[config.mk]
export PLATFORM = sky130hd
export DESIGN_NAME = ppgs_rules
export DESIGN_NICKNAME = d
export VERILOG_FILES = /design/src/rtl/ppgs_pkg.sv /design/src/rtl/ppgs_rules.sv
export SDC_FILE = /design/constraint.sdc
export NUM_CORES = 1
export LEC_CHECK = 0
export CAP_MARGIN = 20
export CELL_PAD_IN_SITES_DETAIL_PLACEMENT = 0
export CELL_PAD_IN_SITES_GLOBAL_PLACEMENT = 1
export CORE_ASPECT_RATIO = 0.5
export CORE_MARGIN = 2
export CORE_UTILIZATION = 42
export DETAILED_ROUTE_END_ITERATION = 16
export DONT_BUFFER_PORTS = 1
export PLACE_DENSITY = 0.85
export SYNTH_ARGS = -nofsm -noshare
export SYNTH_HDL_FRONTEND = slang
export SYNTH_SLANG_ARGS = --single-unit
[constraint.sdc]
create_clock -name vclk -period 5.1
set_clock_uncertainty 0.2 [all_clocks]
set_input_delay 1.02 -clock vclk [all_inputs]
set_output_delay 1.02 -clock vclk [all_outputs]
set_load 0.01 [all_outputs]
[src/rtl/ppgs_pkg.sv]
// Shared types, codes and cell helpers for the predator/prey grid sweep unit.
`timescale 1ns / 1ps

package ppgs_pkg;

  localparam int KIND_W  = 2;
  localparam int COUNT_W = 16;
  localparam int CFG_W   = 16;

  localparam logic [KIND_W-1:0] KIND_EMPTY = 2'd0;
  localparam logic [KIND_W-1:0] KIND_FISH  = 2'd1;
  localparam logic [KIND_W-1:0] KIND_SHARK = 2'd2;

  localparam logic [1:0] OP_WRITE = 2'd0;
  localparam logic [1:0] OP_READ  = 2'd1;
  localparam logic [1:0] OP_STEP  = 2'd2;

  localparam logic [1:0] DIR_UP    = 2'd0;
  localparam logic [1:0] DIR_RIGHT = 2'd1;
  localparam logic [1:0] DIR_DOWN  = 2'd2;
  localparam logic [1:0] DIR_LEFT  = 2'd3;

  localparam logic [1:0] CFG_FISH_SPAWN_AGE = 2'd0;
  localparam logic [1:0] CFG_MEAL_ENERGY    = 2'd1;
  localparam logic [1:0] CFG_SPLIT_ENERGY   = 2'd2;

  localparam logic [7:0]         RST_FISH_SPAWN_AGE = 8'd12;
  localparam logic [COUNT_W-1:0] RST_MEAL_ENERGY    = 16'd10;
  localparam logic [COUNT_W-1:0] RST_SPLIT_ENERGY   = 16'd250;

  typedef struct packed {
    logic [KIND_W-1:0]  kind;
    logic [COUNT_W-1:0] count;
  } cell_t;

  typedef struct packed {
    logic [7:0]         fish_spawn_age;
    logic [COUNT_W-1:0] meal_energy;
    logic [COUNT_W-1:0] split_energy;
  } cfg_t;

  // Anything other than fish or shark is stored as an empty cell.
  function automatic cell_t cell_put(input logic [KIND_W-1:0] kind,
                                     input logic [COUNT_W-1:0] count);
    cell_t c;
    if (kind == KIND_FISH || kind == KIND_SHARK) begin
      c.kind  = kind;
      c.count = count;
    end else begin
      c = '0;
    end
    return c;
  endfunction

endpackage

[src/rtl/ppgs_rules.sv]
// Move, spawn, feed and starve rules for one visited cell and its target.
`timescale 1ns / 1ps

module ppgs_rules (
  input  ppgs_pkg::cfg_t  cfg,
  input  ppgs_pkg::cell_t here,
  input  ppgs_pkg::cell_t there,
  output ppgs_pkg::cell_t here_new,
  output ppgs_pkg::cell_t there_new
);
  import ppgs_pkg::*;

  logic [COUNT_W-1:0] addend;
  logic [COUNT_W:0]   sum;
  logic [COUNT_W-1:0] sat_sum;
  logic [COUNT_W-1:0] dec;
  logic [COUNT_W-1:0] half;
  logic               alive;

  // one adder: +1 for an ageing fish, +meal for a feeding shark
  assign addend  = (here.kind == KIND_FISH) ? COUNT_W'(1) : cfg.meal_energy;
  assign sum     = {1'b0, here.count} + {1'b0, addend};
  assign sat_sum = sum[COUNT_W] ? '1 : sum[COUNT_W-1:0];
  assign dec     = here.count - COUNT_W'(1);
  assign half    = {1'b0, here.count[COUNT_W-1:1]};
  assign alive   = here.count > COUNT_W'(1);

  always_comb begin
    here_new  = here;
    there_new = there;
    if (here.kind == KIND_FISH) begin
      if (there.kind == KIND_EMPTY) begin
        if (COUNT_W'(cfg.fish_spawn_age) <= here.count) begin
          here_new  = '{kind: KIND_FISH, count: '0};
          there_new = '{kind: KIND_FISH, count: '0};
        end else begin
          here_new  = '0;
          there_new = '{kind: KIND_FISH, count: sat_sum};
        end
      end
    end else if (here.kind == KIND_SHARK) begin
      priority if (there.kind == KIND_EMPTY) begin
        if (here.count > cfg.split_energy) begin
          here_new  = '{kind: KIND_SHARK, count: half};
          there_new = '{kind: KIND_SHARK, count: half};
        end else if (alive) begin
          here_new  = '0;
          there_new = '{kind: KIND_SHARK, count: dec};
        end else begin
          here_new  = '0;
        end
      end else if (there.kind == KIND_FISH) begin
        here_new  = '0;
        there_new = '{kind: KIND_SHARK, count: sat_sum};
      end else begin
        if (alive) begin
          here_new = '{kind: KIND_SHARK, count: dec};
        end else begin
          here_new = '0;
        end
      end
    end
  end

endmodule

Yosys cells after proc, flatten, opt, wreduce, memory -nomap -nowiden:

Index checks and enable logic that the tools add are counted.

* add/sub/neg operators: 2
* $lt $le $gt $ge: 3
* eq/ne operators: 3
* mux-type cells: 18
* reduce and logical (&&, ||, !) cells: 1

Operator list (number)
* $mux W18: 14
* $mux W16: 3
* $add A16 B16 Y17: 1
* $mux W17: 1
* $gt A16 B1 Y1 const B: 1
* $gt A16 B16 Y1: 1
* $le A8 B16 Y1: 1
* $sub A16 B1 Y16 const B: 1
* $eq A2 B1 Y1 const B: 2
* $eq A2 B2 Y1 const B: 1
* $logic_not A2 Y1: 1

* register bits after elaboration: 0
* bits of input ports: 76
* output and inout port bits: 36
* logic and storage cells: 27

Depth between registers and ports, before layout:

* word-level depth: 8
* depth in mapped cells: 17
* mapped depth without buffers: 13

Worst setup path before layout:

Ideal clock, no wire load.

* kind: in2out
* start point: input here[17] in the netlist's numbering
* end point: output there_new[13] in the netlist's numbering
* arrival time: 4012 ps
* data required time: 3880 ps
* slack: -132 ps
* stages: 14
* buffers on the path: 2
* cells stage by stage: clkbuf_1 -> clkinv_1 -> nand2_1 -> clkbuf_1 -> and2_1 -> ha_1 -> a2111oi_0 -> o211ai_1 -> a41oi_1 -> a21boi_0 -> o41a_1 -> xor2_1 -> nor2_1 -> o221ai_1

RTL lines
* from (decl): RTL line ppgs_rules.sv:6 `input ppgs_pkg::cell_t here,`
* to (decl): RTL line ppgs_rules.sv:9 `output ppgs_pkg::cell_t there_new`

==> results.json <==
{
  "status": "completed",
  "firstDrtPassIters": 7,
  "place.gp.congestion": 0.935,
  "dpl-instance-area_mm2": 0.00360,
  "dp.cells": 635,
  "core_area_mm2": 0.00754,
  "drive_above_1_share": 0.118,
  "ir_drop_uv": 38.3,
  "synth_cell_types": 67,
  "seqPwrFrac": 0,
  "drt_iter0_drc": 465,
  "finalHoldViolations": 0,
  "grt_pass1_wl_um": 20200,
  "final_cells": 635,
  "synth_top_area_share": 0.157,
  "clkbuf_count": 0,
  "finalCoreUtilization": 0.479,
  "multi_input_area_mm2": 0.00306,
  "antenna_found_initial": 0,
  "finalWirelength_um": 13400,
  "critPathCaptureType": "output pin",
  "internal_power_uw": 159,
  "grt_max_degree": 52,
  "start_kind": "input pin",
  "place_ws_ns": 0.0419,
  "hold_buffers": 0,
  "std_cell_rows": 22,
  "seq_area_frac_synth": 0,
  "syn-instance-count": 524,
  "yosysMostFrequentCell": "nor2_1",
  "dp_hpwl_um": 10200,
  "setup_tns_ns": 0,
  "tightest_slew_ns": 0.868,
  "relSlewSlack": 0.419,
  "wl_per_cell_um": 21.1,
  "clockPowerShare": 0,
  "yosysTopAreaCell": "ha_1",
  "max_freq_mhz": 204,
  "combinationalPowerShare": 1.000,
  "period_needed_ns": 4.90,
  "die_w_um": 130,
  "synthTopCellsByCount": "nor2_1, a21oi_1, ha_1",
  "crit_fanout": 51,
  "path_class": "input pin to output pin",
  "critical_path_arrival_ns": 3.68,
  "final_area_mm2": 0.00361,
  "vias": 4171,
  "netlist_area_mm2": 0.00335,
  "drc": 0,
  "fp.dieH_um": 67.2,
  "viasPerCell": 6.57,
  "avgSynthCellArea_um2": 6.40,
  "grt_setup_unrepaired": "false",
  "grt_overflow": 0,
  "ys_warn_count": 0,
  "die_area_mm2": 0.00876,
  "swShare": 0.572,
  "required_ns": 3.88,
  "area_growth_pct": 7.80,
  "start_util": 0.445,
  "power_density_mw_per_mm2": 103,
  "hp-class": "input pin to output pin",
  "antenna_left": 0,
  "cts_setup_buffers": 0,
  "nets": 648,
  "setup_viol": 0,
  "port_buffers": 0,
  "grt_pass1_vias": 3762,
  "seq_cells": 0,
  "synth_area_leaders": "ha_1, a21oi_1, nor2_1, nand2_1, xnor2_1",
  "syn_nets": 643,
  "setup_ws_ns": 0.196,
  "num_io_pins": 112,
  "maxSlewViolCount": 0,
  "fin_crit_sh": 0.961,
  "whs_ns": 1.99,
  "leakagePower_nw": 1.55,
  "maxCapViolCount": 0,
  "total_power_uw": 372,
  "seqCellArea_um2": 0,
  "post_cts_resized": 0,
  "antenna_cells": 0,
  "fillers": 822,
  "groute.usage.overall": 0.293,
  "p_sw_uw": 213
}
-- final timing paths --
check / cells after the start / to / start / slack, ns
worst min-delay path: 2 / there_new[16] / there[16] / 1.99
worst max-delay path: 13 / there_new[13] / here[17] / 0.20
-- power by group through the flow --
stage	Clock [mW]	Sequential, mW	Combinational, mW
after floorplan	0	0	0.273
after global routing	0	0	0.405
final	0	0	0.372
after detailed placement	0	0	0.359
after global placement	0	0	0.357
after CTS	0	0	0.361
-- cells in the final DEF (no fill, tap or decap), types with 4 or more instances in the layout --
master,count
a21o_1,8
o31ai_1,6
and2_1,19
nand2b_1,5
inv_1,31
ha_1,42
nand2_1,37
o22ai_1,15
nand3_1,17
nor2b_1,6
o21ai_0,27
a21oi_1,65
a221o_2,7
xor2_1,8
nor2_1,68
maj3_1,6
a211oi_1,10
o21a_1,4
nor3_1,15
buf_4,36
a221oi_1,9
xnor2_1,16
o211ai_1,8
-- layer usage --
metal,up-vias,share of wire,track usage
met5,-,0,0
met4,0,0.017,0.0519
met2,251,0.42,0.457
met1,1938,0.44,0.413
met3,18,0.12,0.0737
li1,1964,-,-
-- critical path: stages --
cell       delay, ns
clkinv_2        0.05
nand2_2         0.11
and2_1          0.18
ha_1            0.30
a2111oi_2       0.36
o211ai_1        0.23
a41oi_2         0.27
a21boi_0        0.16
o41a_1          0.34
xor2_1          0.14
nor2_1          0.06
o221ai_1        0.25
buf_4           0.18
-- layout make-up --
| class | count | area share |
|---|---|---|
| Multi-Input combinational cell | 457 | 0.848 |
| Timing Repair Buffer | 37 | 0.0803 |
| Inverter | 33 | 0.0346 |
| Tap cell | 108 | 0.0374 |
-- cells by family (layout without fill, tap and decap cells) --
| group | after synthesis | in the layout | share of synthesized area |
|---|---|---|---|
| adder cells (fa/ha/maj) | 49 | 49 | 0.181 |
| AO/OA/AOI/OAI | 198 | 198 | 0.399 |
| AND/OR/NAND/NOR | 186 | 186 | 0.267 |
| buffers and inverters | 67 | 70 | 0.0910 |
| XOR/XNOR | 24 | 24 | 0.0627 |
No activity file was read; power rests on OpenSTA's default activity.
